**src/hdl/tcma_pkg.sv**
```systemverilog
// Shared constants, types and codes for the three-channel moving average.
`timescale 1ns / 1ps
package tcma_pkg;

	// Window length of every channel
	localparam int WINDOW_LENGTH = 5;

	// Sample as stored in a lane: 16-bit field widened to signed
	localparam int SMP_W = 17;
	// Magnitude of a window sum, and the signed sum itself
	localparam int MAG_W = 16 + $clog2(WINDOW_LENGTH);
	localparam int SUM_W = MAG_W + 1;

	// Divide by WINDOW_LENGTH as multiply by a rounded-up reciprocal and shift
	localparam int DIV_SHIFT = MAG_W + $clog2(WINDOW_LENGTH);
	localparam int MULT_W = MAG_W + 1;
	localparam longint DIV_MULT_L =
		((longint'(1) << DIV_SHIFT) + longint'(WINDOW_LENGTH) - 1) / longint'(WINDOW_LENGTH);
	localparam logic [MULT_W-1:0] DIV_MULT = MULT_W'(DIV_MULT_L);
	localparam int PROD_W = MAG_W + MULT_W;

	// Quotient magnitude and signed average / relative result
	localparam int QUOT_W = 16;
	localparam int AVG_W = QUOT_W + 1;
	localparam int ANG_W = 16;

	typedef enum logic {
		CMD_SAMPLE = 1'b0,
		CMD_ORIGIN = 1'b1
	} cmd_t;

	// Per-lane pipeline strobes
	typedef struct packed {
		logic load1;   // transaction accepted, stage 1 loads
		logic push;    // accepted transaction is a sample: window shifts
		logic load2;   // stage 1 moves to stage 2
		logic load3;   // stage 2 moves to stage 3
	} lane_ctrl_t;

endpackage

```
**src/hdl/tcma_lane.sv**
```systemverilog
// One channel lane: shift window, running sum and divide by the window length.
`timescale 1ns / 1ps
module tcma_lane (
	input  logic                                 clk,
	input  logic                                 arst_n,
	input  tcma_pkg::lane_ctrl_t                 ctrl,
	input  logic signed [tcma_pkg::SMP_W-1:0]    sample,
	output logic signed [tcma_pkg::AVG_W-1:0]    avg_s3
);
	import tcma_pkg::*;

	logic signed [SMP_W-1:0]  window_q [WINDOW_LENGTH];
	logic signed [SUM_W-1:0]  sum_q;
	logic signed [SUM_W-1:0]  sum_next;
	logic signed [SUM_W-1:0]  sum_s1;
	logic signed [SUM_W-1:0]  neg_sum;
	logic [MAG_W-1:0]         mag_s2;
	logic                     neg_s2;
	logic [PROD_W-1:0]        prod;
	logic [QUOT_W-1:0]        quot_s3;
	logic                     neg_s3;
	logic signed [AVG_W-1:0]  quot_ext;

	// running sum: add newest, drop oldest
	assign sum_next = sum_q + SUM_W'(sample) - SUM_W'(window_q[0]);

	always_ff @(posedge clk or negedge arst_n) begin
		if (!arst_n) begin
			for (int i = 0; i < WINDOW_LENGTH; i++) begin
				window_q[i] <= '0;
			end
			sum_q <= '0;
		end else if (ctrl.push) begin
			for (int i = 0; i < WINDOW_LENGTH - 1; i++) begin
				window_q[i] <= window_q[i + 1];
			end
			window_q[WINDOW_LENGTH - 1] <= sample;
			sum_q <= sum_next;
		end
	end

	assign neg_sum = -sum_s1;
	assign prod = PROD_W'(mag_s2) * PROD_W'(DIV_MULT);

	always_ff @(posedge clk) begin
		if (ctrl.load1) begin
			sum_s1 <= ctrl.push ? sum_next : sum_q;
		end
		if (ctrl.load2) begin
			neg_s2 <= sum_s1[SUM_W-1];
			mag_s2 <= sum_s1[SUM_W-1] ? neg_sum[MAG_W-1:0] : sum_s1[MAG_W-1:0];
		end
		if (ctrl.load3) begin
			neg_s3  <= neg_s2;
			quot_s3 <= prod[DIV_SHIFT +: QUOT_W];
		end
	end

	// truncation toward zero: divide the magnitude, restore the sign
	assign quot_ext = {1'b0, quot_s3};
	assign avg_s3 = neg_s3 ? -quot_ext : quot_ext;

endmodule

```
**src/hdl/tcma_merge.sv**
```systemverilog
// Merge stage: origin handling, angle offsets and the result register.
`timescale 1ns / 1ps
module tcma_merge (
	input  logic                               clk,
	input  logic                               arst_n,
	input  logic                               valid,
	input  tcma_pkg::cmd_t                     cmd,
	input  logic signed [tcma_pkg::AVG_W-1:0]  x_avg,
	input  logic signed [tcma_pkg::AVG_W-1:0]  y_avg,
	input  logic signed [tcma_pkg::AVG_W-1:0]  h_avg,
	output logic                               ready,
	output logic                               result_valid,
	input  logic                               result_stall,
	output logic signed [tcma_pkg::AVG_W-1:0]  x_relative,
	output logic signed [tcma_pkg::AVG_W-1:0]  y_relative,
	output logic [tcma_pkg::QUOT_W-1:0]        height_average
);
	import tcma_pkg::*;

	logic                     load;
	logic signed [ANG_W-1:0]  last_x_q;
	logic signed [ANG_W-1:0]  last_y_q;
	logic signed [ANG_W-1:0]  origin_x_q;
	logic signed [ANG_W-1:0]  origin_y_q;

	assign ready = !result_valid || !result_stall;
	assign load  = valid && ready;

	always_ff @(posedge clk or negedge arst_n) begin
		if (!arst_n) begin
			result_valid <= 1'b0;
			last_x_q     <= '0;
			last_y_q     <= '0;
			origin_x_q   <= '0;
			origin_y_q   <= '0;
		end else begin
			if (load) begin
				result_valid <= (cmd == CMD_SAMPLE);
			end else begin
				result_valid <= result_valid && result_stall;
			end
			if (load && cmd == CMD_ORIGIN) begin
				origin_x_q <= last_x_q;
				origin_y_q <= last_y_q;
			end
			if (load && cmd == CMD_SAMPLE) begin
				last_x_q <= x_avg[ANG_W-1:0];
				last_y_q <= y_avg[ANG_W-1:0];
			end
		end
	end

	always_ff @(posedge clk) begin
		if (load && cmd == CMD_SAMPLE) begin
			x_relative     <= x_avg - AVG_W'(origin_x_q);
			y_relative     <= y_avg - AVG_W'(origin_y_q);
			height_average <= h_avg[QUOT_W-1:0];
		end
	end

endmodule

```
**src/hdl/three_channel_moving_average.sv**
```systemverilog
// Top level: three-channel boxcar moving average with a settable angle origin.
`timescale 1ns / 1ps
// Usage
//   Sample channel: sample_valid / sample_stall with command, angle_x, angle_y,
//   height. A transaction is taken on a rising edge with valid high, stall low.
//   command = sample shifts the three windows and yields one result;
//   command = origin copies the latest angle averages into the origin and
//   yields no result.
//   Result channel: result_valid / result_stall with x_relative, y_relative,
//   height_average (window averages, angles relative to the origin).
// Pipeline: a result passes the window/sum, abs, reciprocal multiply and merge
//   registers in that order; a stalled result channel holds it in the merge.
// Throughput: one transaction per cycle while sample_stall is low; the
//   running-sum update in each lane is the only loop.
// Stall: each stage holds its data while the next stage is full, so input is
//   still taken while empty stages remain; sample_stall rises only once the
//   whole pipeline is full behind a stalled result.
// Reset: arst_n clears windows, running sums, last averages, origin and all
//   valid flags; the block takes input right after reset.
module three_channel_moving_average (
	input  logic                               clk,
	input  logic                               arst_n,
	input  logic                               sample_valid,
	output logic                               sample_stall,
	input  logic                               command,
	input  logic signed [15:0]                 angle_x,
	input  logic signed [15:0]                 angle_y,
	input  logic [15:0]                        height,
	output logic                               result_valid,
	input  logic                               result_stall,
	output logic signed [tcma_pkg::AVG_W-1:0]  x_relative,
	output logic signed [tcma_pkg::AVG_W-1:0]  y_relative,
	output logic [tcma_pkg::QUOT_W-1:0]        height_average
);
	import tcma_pkg::*;

	// pipeline occupancy and command code per stage
	logic        valid_s1, valid_s2, valid_s3;
	cmd_t        cmd_s1, cmd_s2, cmd_s3;
	cmd_t        cmd_in;

	// ready chain, back to front
	logic        merge_ready;
	logic        ready2;      // stage 3 can load
	logic        ready1;      // stage 2 can load
	logic        accept;

	lane_ctrl_t  ctrl;

	logic signed [SMP_W-1:0]  x_sample, y_sample, h_sample;
	logic signed [AVG_W-1:0]  x_avg, y_avg, h_avg;

	assign cmd_in = cmd_t'(command);

	assign ready2       = !valid_s3 || merge_ready;
	assign ready1       = !valid_s2 || ready2;
	assign sample_stall = valid_s1 && !ready1;
	assign accept       = sample_valid && !sample_stall;

	assign ctrl.load1 = accept;
	assign ctrl.push  = accept && (cmd_in == CMD_SAMPLE);
	assign ctrl.load2 = valid_s1 && ready1;
	assign ctrl.load3 = valid_s2 && ready2;

	always_ff @(posedge clk or negedge arst_n) begin
		if (!arst_n) begin
			valid_s1 <= 1'b0;
			valid_s2 <= 1'b0;
			valid_s3 <= 1'b0;
		end else begin
			valid_s1 <= accept     || (valid_s1 && !ctrl.load2);
			valid_s2 <= ctrl.load2 || (valid_s2 && !ctrl.load3);
			valid_s3 <= ctrl.load3 || (valid_s3 && !merge_ready);
		end
	end

	always_ff @(posedge clk) begin
		if (ctrl.load1) begin
			cmd_s1 <= cmd_in;
		end
		if (ctrl.load2) begin
			cmd_s2 <= cmd_s1;
		end
		if (ctrl.load3) begin
			cmd_s3 <= cmd_s2;
		end
	end

	// angles sign-extend, height zero-extends into the common lane format
	assign x_sample = SMP_W'(angle_x);
	assign y_sample = SMP_W'(angle_y);
	assign h_sample = {1'b0, height};

	tcma_lane u_lane_x (
		.clk    (clk),
		.arst_n (arst_n),
		.ctrl   (ctrl),
		.sample (x_sample),
		.avg_s3 (x_avg)
	);

	tcma_lane u_lane_y (
		.clk    (clk),
		.arst_n (arst_n),
		.ctrl   (ctrl),
		.sample (y_sample),
		.avg_s3 (y_avg)
	);

	tcma_lane u_lane_h (
		.clk    (clk),
		.arst_n (arst_n),
		.ctrl   (ctrl),
		.sample (h_sample),
		.avg_s3 (h_avg)
	);

	// origin commands and results meet the merge stage in arrival order
	tcma_merge u_merge (
		.clk            (clk),
		.arst_n         (arst_n),
		.valid          (valid_s3),
		.cmd            (cmd_s3),
		.x_avg          (x_avg),
		.y_avg          (y_avg),
		.h_avg          (h_avg),
		.ready          (merge_ready),
		.result_valid   (result_valid),
		.result_stall   (result_stall),
		.x_relative     (x_relative),
		.y_relative     (y_relative),
		.height_average (height_average)
	);

endmodule

```
**config.mk**
```make
export PLATFORM = sky130hd
export DESIGN_NAME = three_channel_moving_average
export DESIGN_NICKNAME = d
export VERILOG_FILES = /design/src/hdl/tcma_pkg.sv /design/src/hdl/tcma_lane.sv /design/src/hdl/tcma_merge.sv /design/src/hdl/three_channel_moving_average.sv
export SDC_FILE = /design/constraint.sdc
export NUM_CORES = 2
export LEC_CHECK = 0
export BUFFER_PORTS_ARGS = -buffer_cell sky130_fd_sc_hd__buf_2
export CAP_MARGIN = 10
export CORE_MARGIN = 2
export CORE_UTILIZATION = 55
export CTS_BUF_LIST = sky130_fd_sc_hd__clkbuf_8
export DETAILED_ROUTE_END_ITERATION = 8
export GPL_ROUTABILITY_DRIVEN = 0
export PLACE_DENSITY_LB_ADDON = 0.3
export SYNTH_ARGS = -nofsm -noshare
export SYNTH_HDL_FRONTEND = slang
export SYNTH_SLANG_ARGS = --single-unit
```
**constraint.sdc**
```tcl
create_clock -name clk -period 9.2 [get_ports clk]
set_clock_uncertainty 0.05 [all_clocks]
set_input_delay 1.84 -clock clk [delete_from_list [all_inputs] [get_ports clk]]
set_output_delay 1.84 -clock clk [all_outputs]
set_load 0.03 [all_outputs]
```
### Word level (Yosys, flattened, before mapping)

Cells that the tools add are included.

| word-level totals | value |
|---|---|
| flip-flop bits (word level) | 592 |
| RAM bits | 0 |
| bits of input ports | 53 |
| latch bits | 0 |
| bits in read-only memories | 0 |
| output and inout bits | 52 |
| logic and storage cells | 103 |
| memories kept | 0 |

| operators by class | value |
|---|---|
| shift-type cells | 0 |
| mux-type cells | 10 |
| order comparisons | 0 |
| $mul | 3 |
| bitwise operators | 2 |
| reductions and logical operators | 27 |
| div/mod/pow operators | 0 |
| add/subtract/negate cells | 14 |
| equality and inequality tests | 0 |

Operators with widths:

| cell | number |
|---|---|
| multiplier 19 x 20 -> 38 bit (second input constant) | 3 |
| 2-to-1 mux 20 bit | 3 |
| 2-to-1 mux 19 bit | 3 |
| negator 19 bit | 3 |
| adder 20 x 16 -> 20 bit | 2 |
| subtractor 20 x 16 -> 20 bit | 2 |
| 2-to-1 mux 17 bit | 2 |
| negator 16 -> 17 bit | 2 |
| subtractor 17 x 16 -> 17 bit | 2 |
| adder 20 x 17 -> 20 bit | 1 |
| subtractor 20 x 17 -> 20 bit | 1 |
| 2-to-1 mux 16 bit | 1 |
| negator 16 bit | 1 |
| logical AND 1 bit | 12 |
| zero test 1 bit | 9 |
| logical OR 1 bit | 6 |
| inverter 1 bit | 2 |
| 2-to-1 mux 1 bit | 1 |

### Logic depth before layout (Yosys ltp)

| depth | value |
|---|---|
| word-level depth | 10 |
| mapped depth | 22 |
| mapped depth without buffers | 22 |

### Hierarchy

A second synthesis with hierarchy kept.

| second synthesis, totals | value |
|---|---|
| cell total of the unflattened synthesis | 4149 |
| area total of the unflattened synthesis | 45777.7 um^2 |

By module, submodules not included:

| module | instances | cells each | area an instance (um^2) | sequential area each (um^2) |
|---|---|---|---|---|
| tcma_lane (u_lane_h) | 1 | 1254 | 13415.4 | 4339.2 |
| tcma_lane (u_lane_y) | 1 | 1243 | 13359.1 | 4339.2 |
| tcma_lane (u_lane_x) | 1 | 1182 | 13097.6 | 4339.2 |
| tcma_merge | 1 | 452 | 5650.4 | 3128.0 |
| three_channel_moving_average | 1 | 18 | 255.2 | 165.2 |

### Least setup slack after synthesis

No wires, ideal clock.

| timing path | value |
|---|---|
| path type | flip-flop to flip-flop |
| start | register u_lane_y.mag_s2[4] |
| end | register u_lane_y.quot_s3[14], data pin |
| path buffers | 0 |
| clock period less this slack | 5.666 ns |
| stages on the path, launching flop included | 20 |
| data arrival time | 5.358 ns |
| library setup time | 0.258 ns |
| slack | 3.534 ns |
| data required time | 8.892 ns |
| cell sequence | edfxtp_1 > ha_1 > fa_1 > fa_1 > inv_1 > fa_1 > inv_1 > fa_1 > inv_1 > fa_1 > inv_1 > ha_1 > nand2_1 > o21ai_0 > a311o_1 > a31oi_1 > o31a_1 > o311ai_0 > a21oi_1 > xnor2_1 |

| between the ends | value |
|---|---|
| cells in the longest elaborated chain, start to end | 1 |

Ends and longest elaborated chain:

| what | RTL line | RTL |
|---|---|---|
| start: declaration | tcma_lane.sv:17 | `logic [MAG_W-1:0] mag_s2;` |
| start signal: assignment | tcma_lane.sv:51 | `mag_s2 <= sum_s1[SUM_W-1] ? neg_sum[MAG_W-1:0] : sum_s1[MAG_W-1:0];` |
| multiplier 19 x 20 -> 38 bit | tcma_lane.sv:43 | `assign prod = PROD_W'(mag_s2) * PROD_W'(DIV_MULT);` |
| via u_lane_y.prod[36] | tcma_lane.sv:19 | `logic [PROD_W-1:0] prod;` |
| end signal: assignment | tcma_lane.sv:55 | `quot_s3 <= prod[DIV_SHIFT +: QUOT_W];` |
| end: declaration | tcma_lane.sv:20 | `logic [QUOT_W-1:0] quot_s3;` |

The timed path passes the listed nets, and every way through them passes these cells.
A chain may end at the register's enable or synchronous reset.

### Worst setup path after layout

Same ends and word-level chain as after synthesis.

==> flow_summary.json <==
{
  "max_freq_mhz": 160.8,
  "cts-buffers-inserted": 100,
  "setup_violations": 0,
  "die-area_mm2": 0.08229,
  "grt_max_degree": 260,
  "num-fill-cells": 6618,
  "tns_ns": 0,
  "layout_commonest_cell": "inv_1",
  "post-cts-setup-buffers": 0,
  "ys_dominant_reg_cell": "dfrtp_1",
  "fin_nets": 5439,
  "ant_nets": 0,
  "fin_crit_ns": 6.218,
  "crit_arrival_ns": 6.62,
  "io_buffer_count": 104,
  "cts_tree": "yes",
  "io-pin-count": 105,
  "syn_to_final_growth_pct": 8.368,
  "worstPathCellList": "ha_1 -> fa_1 -> fa_1 -> inv_1 -> fa_1 -> inv_1 -> fa_1 -> inv_1 -> fa_1 -> inv_1 -> ha_1 -> nand2_1 -> o21ai_0 -> a311o_1 -> a31oi_1 -> o31a_1 -> o311ai_0 -> a21oi_1 -> xnor2_1",
  "clock-sinks": 592,
  "crit_path_end_kind": "flip-flop",
  "crit_path_top_delay_cell": "fa_1",
  "status": "finished, final reports clean",
  "syn-num-nets": 5317,
  "netlist_area_mm2": 0.04400,
  "synth_cell_types": 66,
  "via_count": 29210,
  "wl_per_cell_um": 15.04,
  "cp_max_fo": 6,
  "start_kind": "flip-flop",
  "ff_latch_area_mm2": 0.01594,
  "async_flop_share_pct": 62.16,
  "syn_avg_cell_area_um2": 9.974,
  "worst_slew_pin_slew_ns": 1.256,
  "synth_edf_count": 224,
  "slew_headroom_pct": 16.24,
  "worstSetupPathType": "flip-flop to flip-flop",
  "grt_usage_pct": 21.51,
  "grt_pass1_wl_mm": 144.3,
  "crit_path_frequent_cell": "fa_1",
  "root_buffer": "clkbuf_8",
  "hold_buffers": 0,
  "fp.coreArea_mm2": 0.07913,
  "hp-class": "flip-flop to flip-flop",
  "start_util_pct": 55.61,
  "cp.required_ns": 9.60,
  "netlist_instances": 4412,
  "finalMaxSlewViolations": 0,
  "row_count": 103,
  "rsz0062_at_grt": "no",
  "crit_family": "adder cells",
  "grt-ovfl-total": 0,
  "wirelength_mm": 85.29,
  "clk_pin_slew_worst_paths_ns": 0.07,
  "die_w_um": 286.9,
  "grt_pass1_vias": 29570,
  "synth-seq-area-share_pct": 36.21,
  "grt_antenna_before_repair": 4,
  "clk_latency_ns": 0.72,
  "ys_ff_latch": 592,
  "hold_violations": 0,
  "path_buf_inv": 4,
  "cap_violations": 0,
  "cts_max_path_buffers": 3,
  "via_per_inst": 5.151,
  "max_stage_delay_ns": 0.65,
  "place_hpwl_mm": 66.58,
  "drive_gt1_share_pct": 7.447,
  "yosysWarnings": 0,
  "h-tree-depth": 3,
  "min_period_over_period_pct": 67.59,
  "dr.pass1.iters": 5,
  "first_iter_violations": 1587,
  "die_h_um": 286.9,
  "cts-resized-gates": 0,
  "multi_input_area_mm2": 0.02433,
  "drc": 0,
  "final_cell_mix": "inv_1 (937), nand2_1 (792), ha_1 (502)"
}
==> synth_stat cells (60+ instances only) <==
| master | number | area (um2) |
|---|---|---|
| xnor2_1 | 155 | 1358 |
| nor2_1 | 68 | 255.2 |
| mux2_2 | 63 | 709.4 |
| inv_1 | 906 | 3401 |
| ha_1 | 502 | 6281 |
| a21oi_1 | 116 | 580.6 |
| clkbuf_1 | 89 | 334.1 |
| o21ai_0 | 199 | 996.0 |
| dfrtp_1 | 368 | 9209 |
| edfxtp_1 | 224 | 6726 |
| xor2_1 | 60 | 525.5 |
| fa_1 | 350 | 7007 |
| a21o_1 | 60 | 450.4 |
| nand2_1 | 792 | 2973 |
==> registers in the layout (all words and copies together) (netlist names), 17 cells and up <==
signal / count
u_lane_h.sum_q: 20
u_lane_x.mag_s2: 19
u_lane_h.window_q: 80
u_lane_y.window_q: 80
u_lane_h.sum_s1: 20
u_merge.y_relative: 17
u_lane_x.window_q: 80
u_lane_x.sum_q: 20
u_lane_y.mag_s2: 19
u_lane_h.mag_s2: 19
u_merge.x_relative: 17
u_lane_x.sum_s1: 20
u_lane_y.sum_s1: 20
u_lane_y.sum_q: 20
==> worst reg2reg max path, delay by kind of cell (launching register included) <==
family / cells / cell delay (ns)
buffers and inverters: 4 / 0.26
AND/OR/NAND/NOR: 1 / 0.07
adder cells (fa/ha/maj): 7 / 3.32
flip-flops: 1 / 0.48
XOR/XNOR: 1 / 0.15
AO/OA/AOI/OAI: 6 / 1.62
==> through the flow <==
stage | instance area (um2) | setup slack (ns) | util, % | cells | hold slack (ns)
floorplan | 44000 | 3.534 | - | 4412 | 0.3503
global placement | 45640 | 3.167 | 57.67 | 5482 | 0.3549
detailed placement | 45640 | 2.954 | 57.67 | 5482 | 0.3545
CTS | 47680 | 2.948 | 60.26 | 5669 | 0.3718
global route | 47690 | 2.689 | 60.27 | 5670 | 0.3910
finish | 47690 | 2.982 | 60.27 | 5670 | 0.3665
==> worst paths after layout <==
| kind | from | to | slack (ns) | cells after the start |
|---|---|---|---|---|
| setup / recovery | u_lane_y.mag_s2[4]$_DFFE_PP_ | u_lane_y.quot_s3[14]$_DFFE_PP_ | 2.98 | 19 |
| hold / removal | cmd_s1$_DFFE_PP_ | cmd_s2$_DFFE_PP_ | 0.37 | 0 |
| setup reg to reg | u_lane_y.mag_s2[4]$_DFFE_PP_ | u_lane_y.quot_s3[14]$_DFFE_PP_ | 2.98 | 19 |
| hold reg to reg | cmd_s1$_DFFE_PP_ | cmd_s2$_DFFE_PP_ | 0.37 | 0 |
| max in group asynchronous | arst_n | u_merge.last_y_q[8]$_DFFE_PN0P_ | 6.49 | 2 |
| min in group asynchronous | arst_n | u_lane_y.window_q[35]$_DFFE_PN0P_ | 1.14 | 1 |
==> layer usage <==
metal  global-route usage [%]  up-vias  routed length, um
met5                        0        -                 27
met3                    3.968      142               4595
met1                    30.00    14010              39750
li1                         -    14490                  -
met4                    6.471        4               2145
met2                    34.44      562              38770
==> cell type report <==
class / instances / area share, %
antenna: 1 / 0.005248
clock buffer: 110 / 3.175
clock inverter: 77 / 1.120
inverter: 906 / 7.131
multi-input combinational: 2817 / 51.03
sequential: 592 / 33.42
tap: 1050 / 2.755
timing repair buffer: 117 / 1.370
==> cells by family (layout without fill, tap and decap cells) <==
logic type	Yosys count	after routing	synth area share, %
AOI/OAI and AO/OA	559	559	7.990
buffers and inverters	1003	1210	8.564
muxes	66	66	1.692
xor gates and xnor gates	215	215	4.279
and+or+nand+nor	1125	1125	11.07
other	0	1	0
adders and majority gates	852	852	30.20
DFF	592	592	36.21
Power is not shown: default switching activity piles up to over one toggle a cycle in this logic, so the estimate is an artifact.
